File: src/hw/rtl/fdm_fifo.sv
// fdm_fifo: small register queue with push/full and pop/empty sides
// depends on nothing; used between front and back and on the result side
module fdm_fifo #(
  parameter int WIDTH = 8,
  parameter int DEPTH = 2
) (
  input  logic             clk,
  input  logic             rst,
  input  logic             push,
  output logic             full,
  input  logic [WIDTH-1:0] wdata,
  input  logic             pop,
  output logic             empty,
  output logic [WIDTH-1:0] rdata
);

  localparam int PTRW = (DEPTH > 1) ? $clog2(DEPTH) : 1;
  localparam int CNTW = $clog2(DEPTH + 1);

  logic [WIDTH-1:0] store [DEPTH];
  logic [PTRW-1:0]  wr_ptr;
  logic [PTRW-1:0]  rd_ptr;
  logic [CNTW-1:0]  count;
  logic             do_push;
  logic             do_pop;

  // handshake decode
  assign full    = (count == CNTW'(DEPTH));
  assign empty   = (count == '0);
  assign do_push = push && !full;
  assign do_pop  = pop && !empty;
  assign rdata   = store[rd_ptr];

  // pointers and fill count
  always_ff @(posedge clk) begin
    if (rst) begin
      wr_ptr <= '0;
      rd_ptr <= '0;
      count  <= '0;
    end else begin
      if (do_push) begin
        wr_ptr <= (wr_ptr == PTRW'(DEPTH - 1)) ? '0 : wr_ptr + 1'b1;
      end
      if (do_pop) begin
        rd_ptr <= (rd_ptr == PTRW'(DEPTH - 1)) ? '0 : rd_ptr + 1'b1;
      end
      if (do_push && !do_pop) begin
        count <= count + 1'b1;
      end else if (do_pop && !do_push) begin
        count <= count - 1'b1;
      end
    end
  end

  // storage
  always_ff @(posedge clk) begin
    if (do_push) begin
      store[wr_ptr] <= wdata;
    end
  end

endmodule

File: config.mk
export PLATFORM = sky130hd
export DESIGN_NAME = fdm_fifo
export DESIGN_NICKNAME = d
export VERILOG_FILES = /design/src/hw/rtl/fdm_fifo.sv
export SDC_FILE = /design/constraint.sdc
export NUM_CORES = 1
export LEC_CHECK = 0
export ABC_AREA = 0
export BUFFER_PORTS_ARGS = -buffer_cell sky130_fd_sc_hd__buf_2
export CORE_ASPECT_RATIO = 1.75
export CORE_MARGIN = 8
export CORE_UTILIZATION = 30
export DETAILED_ROUTE_END_ITERATION = 10
export SYNTH_ARGS = -nofsm -noshare
export SYNTH_HDL_FRONTEND = slang
export SYNTH_SLANG_ARGS = --single-unit
File: constraint.sdc
create_clock -name clk -period 1.5 [get_ports clk]
set_clock_uncertainty 0.15 [all_clocks]
set_input_delay 0.3 -clock clk [delete_from_list [all_inputs] [get_ports clk]]
set_output_delay 0.3 -clock clk [all_outputs]
set_load 0.005 [all_outputs]
==> reports/results.ini <==
[final_layout]
syn_to_final_growth_pct=51.7
stdcell_count=110
nets=98
final_layout_size_suffix_gt1_share_pct=64.3
final_cell_area_um2=1200
antenna_cells=0

[timing]
rsz0062_at_grt=true
fin_ws_ns=-0.111
slew_viol_final=0
fin_crit_sh_pct=107
fin_crit_ns=1.61
max_freq_mhz=621
finalSetupViolations=9
fin_setup_tns_ns=-0.832
slew_headroom_pct=88.0
worstMarginPinSlew_ns=0.179
hold_viol_final=0

[routing]
vias=515
routed_wirelength_um=1650
post_drt_wl_per_cell_um=15.0
drt_first_pass_iters=2
remaining_drc_errors=0
avgViaCountPerCell=4.68
drt_iter0_markers=9
ant_nets=0

[setup_path]
r2r_cells=6
r2r_slack_ns=-0.11
r2r_start=count[1]
worst_setup_path_start_kind=flip-flop
cp-end-kind=flip-flop
cp.arrival_ns=1.64
regToRegEndpoint=count[1]
cp.required_ns=1.53
cp_max_fo=3
crit_type=reg2reg

[cts]
cts_hold_buf=0
clk_path_buf_depth=2
path_clk_slew_ns=0.07
htreeDepth=1
cts_sinks=21
cts_tree=built
cts-buffers-inserted=3
clk_latency_ns=0.25
cts_root_buffer=clkbuf_8

[floorplanning]
start_util_pct=31.8
coreArea_um2=2490
rows=24
chipHeight_um=84.0
io_pins=22
dieArea_um2=4610
die_w_um=54.9

[yosys]
ys_seq_area_share_pct=73.2
synth_seq_cells=21
synth_top_area_share_pct=60.6
syn_avg_cell_area_um2=15.9
synth.top_cells.by_area=edfxtp_1, dfxtp_1, mux2_2
synth_cells=50
synth.distinct_cells=13
yosys.area.top_type=edfxtp_1
syn_area_um2=793
ys_warn_count=0
synth_fp_nets=63

[global_routing]
gr-total-overflow=0
grt_pass1_vias=588
grt_usage_pct=8.06
antenna_found_initial=0
grt_pass1_wl_um=2770
grt_max_degree=12

[placed_design]
place_inst=105
gp_congestion=0.620
io_buffer_count=21
placed_area_um2=1000
pre_cts_slack_ns=-0.0489
hpwl_um=1210

[min_path]
hp-class=in2reg
hold_path_depth=1
whs_endpoint=store[0][3]
min-delay-start=wdata[3]

[power]
p_per_area_nw_per_um2=1720
vdd_drop_max_mv=0.958
fin_total_pwr_w=0.00207
p_leak_nw=0.493

[outcome]
status=complete, but fails checks
violations=negative setup slack

[flow_run]
cap_violations=0

==> cell usage in the layout (no fill, tap or decap), types with 2 or more instances in the layout <==
cell type	count
buf_2	12
mux2_4	8
dfxtp_2	2
buf_4	6
buf_6	13
xor2_1	2
dfxtp_1	2
or3_4	2
nor2_1	4
clkbuf_8	3
edfxtp_1	16
==> per-stage QoR <==
| step | utilization [%] | hold WS [ns] |
|---|---|---|
| after floorplan | - | 0.212 |
| after global placement | 40.2 | 0.335 |
| after detailed placement | 40.2 | 0.342 |
| after CTS | 44.6 | 0.0791 |
| after global routing | 48.3 | 0.0767 |
| final | 48.3 | 0.0836 |
==> synthesized netlist by cell type <==
cell	n
a21oi_1	2
and2_1	1
buf_2	1
dfxtp_1	5
edfxtp_1	16
ha_1	1
inv_1	2
mux2_2	8
nor2_1	5
nor2b_2	1
o21ai_0	3
or3_1	2
xor2_1	3
==> worst max-delay path by stage <==
stage / to / cells past startpoint / from
final: count[1] / 6 / count[1]
after global routing: rdata[0] / 3 / flip-flop
after CTS: rdata[4] / 3 / flip-flop
after detailed placement: count[1] / 5 / count[1]
after global placement: count[1] / 5 / count[1]
after floorplan: count[1] / 5 / count[1]
==> power by group <==
group | total, W | switching [W] | internal (W)
Sequential | 0.000815 | 0.0000594 | 0.000756
Combinational | 0.000902 | 0.000343 | 0.000560
Clock | 0.000354 | 0.000166 | 0.000188
Total | 0.00207 | 0.000568 | 0.00150
==> flip-flops by register name (all words and copies together), names as in the netlist, named ones only <==
name    flops
count       2
store      16
rd_ptr      1
wr_ptr      1
==> per-layer routing <==
layer	GRT usage, %	share of wire (%)
met1	9.16	40
met2	13.0	54
met3	1.96	4.7
met4	4.05	1.2
met5	0	0
==> cells by family (layout without fill, tap and decap cells) <==
group	after synthesis	in the layout	synth area share [%]
buffers and inverters	3	37	1.58
AND/OR/NAND/NOR	9	9	5.84
XOR/XNOR	3	3	3.31
AO/OA/AOI/OAI	5	5	3.15
adder cells (fa/ha/maj)	1	1	1.58
multiplexers	8	8	11.4
flip-flops	21	21	73.2
==> critical path: stages (launching register included) <==
cell     delay, ns
dfxtp_4       0.37
nor2b_4       0.20
nor2_4        0.06
ha_4          0.15
xor2_1        0.14
or3_4         0.33
a21oi_2       0.14
==> cell type report <==
cell class / count / area [um2]
clock buffers: 4 / 45.0
fillers: 232 / 1290
multi-input cells: 26 / 280
flip-flops and latches: 21 / 587
repair buffers: 31 / 251
well taps: 26 / 32.5
inverters: 2 / 7.51
==> timing repair <==
item / 4_1_cts / 5_1_grt
gates resized for setup: 13 / 20
setup endpoints to repair: 9 / 16
pin swaps: 1 / 3
hold endpoints to repair: 0 / 0
cloned: 0 / 0
buffers inserted: 1 / 1
Power figures use the tool's default switching activity.
