`config.mk`:
```
export PLATFORM = sky130hd
export DESIGN_NAME = fdm_front
export DESIGN_NICKNAME = d
export VERILOG_FILES = /design/src/hw/rtl/fdm_pkg.sv /design/src/hw/rtl/fdm_front.sv
export SDC_FILE = /design/constraint.sdc
export NUM_CORES = 2
export LEC_CHECK = 0
export BUFFER_PORTS_ARGS = -buffer_cell sky130_fd_sc_hd__buf_2
export CAP_MARGIN = 20
export CORE_UTILIZATION = 45
export CTS_CLUSTER_DIAMETER = 80
export DETAILED_ROUTE_END_ITERATION = 6
export GPL_ROUTABILITY_DRIVEN = 0
export PLACE_DENSITY = 0.59
export SYNTH_ARGS = -nofsm -noshare
export SYNTH_HDL_FRONTEND = slang
export SYNTH_SLANG_ARGS = --single-unit
```
`constraint.sdc`:
```
create_clock -name clk -period 6.5 [get_ports clk]
set_clock_uncertainty 0.05 [all_clocks]
set_input_delay 0.975 -clock clk [delete_from_list [all_inputs] [get_ports clk]]
set_output_delay 0.975 -clock clk [all_outputs]
set_load 0.1 [all_outputs]
```
`src/hw/rtl/fdm_pkg.sv`:
```
// fdm_pkg: shared types, constants and the quarter-wave sine table
// for the running dft flux monitor; depends on nothing
package fdm_pkg;

  // default sizes handed to the top level parameters
  localparam int MAX_POINTS_DEF = 64;
  localparam int MAX_FREQS_DEF  = 16;

  // fixed field widths
  localparam int FIELD_BITS  = 16;
  localparam int SAMPLE_BITS = 16;
  localparam int TRIG_BITS   = 16;
  localparam int ACC_BITS    = 48;
  localparam int CELL_BITS   = 16;
  localparam int TIME_BITS   = 32;
  localparam int POINT_BITS  = 6;
  localparam int CHAN_BITS   = 4;
  localparam int FLUX_BITS   = 64;
  localparam int CFG_IDX_BITS  = 3;
  localparam int CFG_DATA_BITS = 32;

  // queue depths
  localparam int CMD_DEPTH = 4;
  localparam int RES_DEPTH = 2;

  // opcodes
  localparam logic OP_ACC  = 1'b0;
  localparam logic OP_READ = 1'b1;

  // configuration register indexes
  localparam logic [CFG_IDX_BITS-1:0] CFG_NUM_FREQS   = 3'd0;
  localparam logic [CFG_IDX_BITS-1:0] CFG_LINE_LENGTH = 3'd1;
  localparam logic [CFG_IDX_BITS-1:0] CFG_FREQ_BASE   = 3'd2;
  localparam logic [CFG_IDX_BITS-1:0] CFG_FREQ_STEP   = 3'd3;
  localparam logic [CFG_IDX_BITS-1:0] CFG_CELL_WIDTH  = 3'd4;

  // request passed from front to back
  typedef struct packed {
    logic                          op;
    logic [TIME_BITS-1:0]          time_tick;
    logic [POINT_BITS-1:0]         point;
    logic [CHAN_BITS-1:0]          chan;
    logic signed [SAMPLE_BITS-1:0] e_avg;
    logic signed [SAMPLE_BITS-1:0] h_avg;
  } cmd_t;

  // one result request
  typedef struct packed {
    logic signed [FLUX_BITS-1:0] flux;
    logic [CHAN_BITS-1:0]        channel;
  } res_t;

  // one accumulator memory word
  typedef struct packed {
    logic signed [ACC_BITS-1:0] real_e;
    logic signed [ACC_BITS-1:0] imag_e;
    logic signed [ACC_BITS-1:0] real_h;
    logic signed [ACC_BITS-1:0] imag_h;
  } acc_entry_t;

  typedef enum logic [1:0] {
    F_IDLE,
    F_WORK,
    F_LAST
  } front_state_t;

  typedef enum logic [3:0] {
    B_CLEAR,
    B_IDLE,
    B_ACC,
    B_DRAIN,
    B_RADDR,
    B_RRE,
    B_RIM,
    B_RLAST,
    B_RMUL,
    B_RPUSH
  } back_state_t;

  // quarter-wave sine, q1.15
  localparam logic [14:0] QUARTER_SIN [0:64] = '{
    15'd0,     15'd804,   15'd1608,  15'd2410,  15'd3212,  15'd4011,  15'd4808,  15'd5602,
    15'd6393,  15'd7179,  15'd7962,  15'd8739,  15'd9512,  15'd10278, 15'd11039, 15'd11793,
    15'd12539, 15'd13279, 15'd14010, 15'd14732, 15'd15446, 15'd16151, 15'd16846, 15'd17530,
    15'd18204, 15'd18868, 15'd19519, 15'd20159, 15'd20787, 15'd21403, 15'd22005, 15'd22594,
    15'd23170, 15'd23731, 15'd24279, 15'd24811, 15'd25329, 15'd25832, 15'd26319, 15'd26790,
    15'd27245, 15'd27683, 15'd28105, 15'd28510, 15'd28898, 15'd29268, 15'd29621, 15'd29956,
    15'd30273, 15'd30571, 15'd30852, 15'd31113, 15'd31356, 15'd31580, 15'd31785, 15'd31971,
    15'd32137, 15'd32285, 15'd32412, 15'd32521, 15'd32609, 15'd32678, 15'd32728, 15'd32757,
    15'd32767
  };

  // sine of an 8-bit phase: quadrant in the top two bits
  function automatic logic signed [TRIG_BITS-1:0] sin_of(input logic [7:0] idx);
    logic [6:0]  k;
    logic [15:0] v;
    k = idx[6] ? (7'd64 - {1'b0, idx[5:0]}) : {1'b0, idx[5:0]};
    v = {1'b0, QUARTER_SIN[k]};
    return idx[7] ? -$signed(v) : $signed(v);
  endfunction

  // clamp a widened accumulator sum to the signed accumulator range
  function automatic logic signed [ACC_BITS-1:0] sat_acc(input logic signed [ACC_BITS:0] s);
    logic signed [ACC_BITS-1:0] r;
    if (s[ACC_BITS] != s[ACC_BITS-1]) begin
      r = s[ACC_BITS] ? {1'b1, {(ACC_BITS-1){1'b0}}} : {1'b0, {(ACC_BITS-1){1'b1}}};
    end else begin
      r = s[ACC_BITS-1:0];
    end
    return r;
  endfunction

endpackage

```
`src/hw/rtl/fdm_front.sv`:
```
// fdm_front: accepts input items, averages h and e, keeps the previous e
// samples and queues classified requests; depends on fdm_pkg
module fdm_front #(
  parameter int MAX_POINTS = fdm_pkg::MAX_POINTS_DEF
) (
  input  logic                                clk,
  input  logic                                rst,
  input  logic [$clog2(MAX_POINTS+1)-1:0]     len_eff,
  input  logic                                clearing,
  input  logic                                push,
  output logic                                full,
  input  logic                                opcode,
  input  logic [fdm_pkg::TIME_BITS-1:0]       time_tick,
  input  logic [fdm_pkg::POINT_BITS-1:0]      point_index,
  input  logic [fdm_pkg::CHAN_BITS-1:0]       freq_index,
  input  logic signed [fdm_pkg::FIELD_BITS-1:0] h_first,
  input  logic signed [fdm_pkg::FIELD_BITS-1:0] h_second,
  input  logic signed [fdm_pkg::FIELD_BITS-1:0] h_third,
  input  logic signed [fdm_pkg::FIELD_BITS-1:0] h_fourth,
  input  logic signed [fdm_pkg::FIELD_BITS-1:0] e_here,
  input  logic signed [fdm_pkg::FIELD_BITS-1:0] e_next,
  input  logic                                cmd_full,
  output logic                                cmd_push,
  output fdm_pkg::cmd_t                       cmd_data
);

  localparam int SB    = fdm_pkg::SAMPLE_BITS;
  localparam int EW    = $clog2(MAX_POINTS + 1);
  localparam int EDEPTH = MAX_POINTS + 1;

  fdm_pkg::front_state_t state, state_next;

  logic signed [SB-1:0] prev_e [EDEPTH];
  logic                 prev_valid [EDEPTH];

  logic                              op_r;
  logic [fdm_pkg::TIME_BITS-1:0]     time_r;
  logic [fdm_pkg::POINT_BITS-1:0]    point_r;
  logic [fdm_pkg::CHAN_BITS-1:0]     chan_r;
  logic signed [SB-1:0]              h1_r, h2_r, h3_r, h4_r, e0_r, e1_r;
  logic signed [SB-1:0]              pa_r, pb_r;
  logic                              va_r, vb_r;

  logic                 accept;
  logic                 is_read;
  logic                 in_range;
  logic                 is_last;
  logic                 keep;
  logic signed [SB+1:0] h_sum;
  logic signed [SB+1:0] e_sum;
  logic signed [SB-1:0] pa;
  logic signed [SB-1:0] pb;
  logic                 pe_we;
  logic [EW-1:0]        pe_wa;
  logic signed [SB-1:0] pe_wd;

  assign full   = (state != fdm_pkg::F_IDLE) || clearing;
  assign accept = push && !full;

  // classification of the held item
  assign is_read  = (op_r == fdm_pkg::OP_READ);
  assign in_range = (32'(point_r) < 32'(len_eff));
  assign is_last  = ((32'(point_r) + 32'd1) == 32'(len_eff));
  assign keep     = is_read || in_range;

  // field averages, floored
  assign pa    = va_r ? pa_r : '0;
  assign pb    = vb_r ? pb_r : '0;
  assign h_sum = (SB+2)'(h1_r) + (SB+2)'(h2_r) + (SB+2)'(h3_r) + (SB+2)'(h4_r);
  assign e_sum = (SB+2)'(e0_r) + (SB+2)'(e1_r) + (SB+2)'(pa) + (SB+2)'(pb);

  always_comb begin
    cmd_data.op        = op_r;
    cmd_data.time_tick = time_r;
    cmd_data.point     = point_r;
    cmd_data.chan      = chan_r;
    cmd_data.e_avg     = SB'(e_sum >>> 2);
    cmd_data.h_avg     = SB'(h_sum >>> 2);
  end

  // next state
  always_comb begin
    state_next = state;
    unique case (state)
      fdm_pkg::F_IDLE: begin
        if (accept) state_next = fdm_pkg::F_WORK;
      end
      fdm_pkg::F_WORK: begin
        if (!keep) begin
          state_next = fdm_pkg::F_IDLE;
        end else if (!cmd_full) begin
          state_next = (!is_read && is_last) ? fdm_pkg::F_LAST : fdm_pkg::F_IDLE;
        end
      end
      fdm_pkg::F_LAST: state_next = fdm_pkg::F_IDLE;
      default: state_next = fdm_pkg::F_IDLE;
    endcase
  end

  // outputs: queue push and previous e write port
  always_comb begin
    cmd_push = 1'b0;
    pe_we    = 1'b0;
    pe_wa    = EW'(point_r);
    pe_wd    = e0_r;
    unique case (state)
      fdm_pkg::F_WORK: begin
        cmd_push = keep && !cmd_full;
        pe_we    = keep && !cmd_full && !is_read;
      end
      fdm_pkg::F_LAST: begin
        pe_we = 1'b1;
        pe_wa = EW'(point_r) + 1'b1;
        pe_wd = e1_r;
      end
      default: begin
        cmd_push = 1'b0;
      end
    endcase
  end

  always_ff @(posedge clk) begin
    if (rst) begin
      state <= fdm_pkg::F_IDLE;
    end else begin
      state <= state_next;
    end
  end

  // valid bits of the previous e store
  always_ff @(posedge clk) begin
    if (rst) begin
      for (int i = 0; i < EDEPTH; i++) prev_valid[i] <= 1'b0;
    end else if (pe_we) begin
      prev_valid[pe_wa] <= 1'b1;
    end
  end

  // previous e store: one write, two registered reads
  always_ff @(posedge clk) begin
    if (pe_we) begin
      prev_e[pe_wa] <= pe_wd;
    end
    if (accept) begin
      pa_r <= prev_e[EW'(point_index)];
      pb_r <= prev_e[EW'(point_index) + 1'b1];
      va_r <= prev_valid[EW'(point_index)];
      vb_r <= prev_valid[EW'(point_index) + 1'b1];
    end
  end

  // item capture
  always_ff @(posedge clk) begin
    if (accept) begin
      op_r    <= opcode;
      time_r  <= time_tick;
      point_r <= point_index;
      chan_r  <= freq_index;
      h1_r    <= h_first[SB-1:0];
      h2_r    <= h_second[SB-1:0];
      h3_r    <= h_third[SB-1:0];
      h4_r    <= h_fourth[SB-1:0];
      e0_r    <= e_here[SB-1:0];
      e1_r    <= e_next[SB-1:0];
    end
  end

endmodule

```
==> results.toml <==
[status]
status = "completed"

[worst_setup_path]
reg2reg_slack_ps = 2020
crit_path_max_fanout = 5
r2r-end = "prev_e[31][15]$_DFFE_PP_"
required_ps = 5470
cp_data_arrival_time_ps = 4960
critPathCaptureType = "output port"
cp-start-kind = "flop"
r2r_cells = 7
crit_type = "flop to output port"
r2r_start = "point_r[0]$_DFFE_PP_"

[worst_hold_path]
hp-class = "flop to flop"
hp-start = "prev_valid[67]$_DFF_P_"
hold_end = "prev_valid[67]$_DFF_P_"
hold_depth = 0

[sta]
period_share = 0.920
relSlewSlack = 0.272
finalSetupViolations = 0
period_needed_ps = 5980
finalMaxSlewViolations = 0
rsz0062_at_grt = "no"
setup_slack_ps = 518
setup_tns_ps = 0
worst_slew_pin_slew_ps = 1090
final_hold_viol_count = 0
max_freq_mhz = 167

[yosys]
synth_edf_count = 1213
syn-num-nets = 3660
ys_ff_latch = 1287
synth_area_um2 = 61500
syn_area_per_cell_um2 = 18.1
ys_types = 64
ys_seq_area_frac = 0.616
synthArstFlopShare = 0
synth_ff_type = "edfxtp_1"
yosys_warnings = 0
synth_cells = 3402

[power]
power_density_nw_per_um2 = 291
finalPower_mw = 20.4
power_leakage_nw = 23.2
peakVddDrop_v = 0.000257

[clocking]
cts.htree.levels = 4
ctsHoldBuffers = 0
path_clk_slew_ps = 60
cts.sinks = 1287
cts_buffers = 136
clockBufferDepth = 3
clockRootBuffer = "clkbuf_16"
cts_tree = "built"
clock_latency_ps = 780

[detailed_routing]
antenna_left = 0
viasPerCell = 6.44
wl_per_cell_um = 32.9
drt_wl_total_um = 183000
first_pass_iters = 6
route.detailed.drc = 0
drt_iter0_drc = 4457
vias = 35900

[placed_design]
placed_area_um2 = 65800
pre_cts_ws_ps = 982
port-buffer-count = 227
dpl.hpwl_um = 114000
dpl.cell_count = 5325

[layout]
drive_gt1_frac = 0.355
seq_area_um2 = 37900
multi_input_area_um2 = 22300
fill_cells = 10900
num-nets-final = 3942
area_growth_pct = 14.1
stdcell_area_um2 = 70200
layoutNonFillerInstCount = 5575
antenna_cells = 0

[grt]
use_met3 = 0.0552
grt_pass1_vias = 34700
busiest_layer = "met2"
gr-total-overflow = 0
antenna_found_initial = 10
grt.met2_usage = 0.422
met1_usage = 0.361
grt_max_degree = 159
track_usage = 0.265
grt_pass1_wl_um = 256000

[floorplan]
io_pins = 228
start_util = 0.454
dieArea_um2 = 138000
coreArea_um2 = 135000
row_count = 135
die_w_um = 372
die_h_um = 372

[run]
cap_violations = 0
## layout by cell type (no fill, tap or decap), types with 16 or more instances in the layout
cell	netlist	routed
edfxtp_1	1213	1213
mux4_2	646	646
nand2b_1	23	23
o32ai_1	40	40
clkinv_2	0	25
nor2_1	65	56
clkinv_1	0	22
nor3_2	0	42
clkbuf_1	101	31
fa_1	66	66
a21o_1	18	18
clkbuf_16	0	143
o41ai_1	16	16
mux2i_1	37	37
buf_2	109	220
dfxtp_1	74	74
nor4_2	0	16
buf_4	15	148
inv_1	217	217
ha_1	41	39
nand2_1	220	220
nor3_1	62	20
a21oi_1	43	42
o21ai_0	37	22
nand3_1	81	81
xnor2_1	30	26
## through the flow
step | utilization | hold slack, ps
4_1_cts | 0.518 | 271
5_1_grt | 0.518 | 286
3_5_place_dp | 0.486 | 287
6_report | 0.518 | 303
3_3_place_gp | 0.486 | 286
2_1_floorplan | - | 350
## critical path, cell delays in order (launching register included)
cell	delay [ps]
edfxtp_1	410
buf_4	180
nand2_1	80
fa_1	450
fa_1	500
inv_1	70
ha_1	300
and3_1	180
a2111oi_0	690
o311ai_0	270
a21o_1	250
a21oi_1	160
xnor2_1	170
buf_2	490
## how the worst max path moves through the flow
stage	startpoint	to	depth (start not counted)	slack, ps
after global placement	va_r$_DFFE_PP_	cmd_data[25]	13	970
after CTS	va_r$_DFFE_PP_	cmd_data[25]	13	140
final	va_r$_DFFE_PP_	cmd_data[30]	13	520
after floorplan	va_r$_DFFE_PP_	cmd_data[31]	11	220
after detailed placement	va_r$_DFFE_PP_	cmd_data[25]	13	980
after global routing	h1_r[1]$_DFFE_PP_	cmd_data[15]	13	230
## routing by layer
layer	part of all wire	routed length, µm
met1	0.39	71600
met2	0.47	87000
met3	0.096	17600
met4	0.038	6970
met5	0.00031	57
## sequential cells by signal, indices dropped and copies added, names as in the netlist
| register | cells |
|---|---|
| state | 2 |
| h4_r | 16 |
| pa_r | 16 |
| h1_r | 16 |
| prev_e | 1040 |
| prev_valid | 72 |
| pb_r | 16 |
| time_r | 32 |
| vb_r | 1 |
| e1_r | 16 |
| e0_r | 16 |
| h2_r | 16 |
| h3_r | 16 |
| is_read | 1 |
| point_r | 6 |
| chan_r | 4 |
| va_r | 1 |
## power breakdown
group | internal [mW] | switching [mW]
logic | 1.03 | 2.60
registers | 9.11 | 0.0249
clock network | 4.37 | 3.27
total | 14.5 | 5.89
## logic make-up after synthesis
kind of cell               after synthesis  synth area share
AOI/OAI and AO/OA                      274            0.0326
adders and majority gates              107            0.0298
xor gates and xnor gates                39           0.00555
muxes                                  684             0.243
and+or+nand+nor                        546            0.0414
DFF                                   1287             0.616
buffers and inverters                  465            0.0318
## cells in the mapped netlist (4+ instances only)
cell / count / share of area
a32o_1: 14 / 0.0023
o221ai_1: 6 / 0.00085
nor3_1: 62 / 0.0050
or2_2: 10 / 0.0010
buf_1: 21 / 0.0013
o41ai_1: 16 / 0.0023
o2111ai_1: 9 / 0.0013
nor2_1: 65 / 0.0040
a211oi_1: 14 / 0.0017
o21ai_0: 37 / 0.0030
xor2_1: 9 / 0.0013
a31oi_1: 17 / 0.0017
and3_1: 16 / 0.0016
nor2b_1: 13 / 0.0013
edfxtp_1: 1213 / 0.59
nand2b_1: 23 / 0.0023
o22ai_1: 4 / 0.00041
o211ai_1: 12 / 0.0015
and2_1: 8 / 0.00081
fa_1: 66 / 0.021
dfxtp_1: 74 / 0.024
nor4_1: 17 / 0.0017
a21oi_1: 43 / 0.0035
mux4_2: 646 / 0.24
inv_1: 217 / 0.013
or3_1: 14 / 0.0014
nand2_1: 220 / 0.013
a2111oi_0: 4 / 0.00057
clkbuf_1: 101 / 0.0062
o21bai_1: 9 / 0.0011
o32ai_1: 40 / 0.0057
buf_2: 109 / 0.0089
mux2i_1: 37 / 0.0060
nand3_1: 81 / 0.0066
buf_4: 15 / 0.0018
ha_1: 41 / 0.0083
a21o_1: 18 / 0.0022
nand4_1: 5 / 0.00051
xnor2_1: 30 / 0.0043
## cell type report
cell class	count	share of cell area
well taps	1781	0.0317
repair buffers	392	0.0371
inverters	217	0.0116
clock buffers	175	0.0528
clock inverters	73	0.00879
flip-flops and latches	1287	0.540
multi-input cells	1650	0.318
## what timing repair did
action                     4_1_cts  5_1_grt
setup endpoints to repair        0        3
gates resized for setup          0        2
setup buffers                    0        2
(Power assumes the default switching activity.)
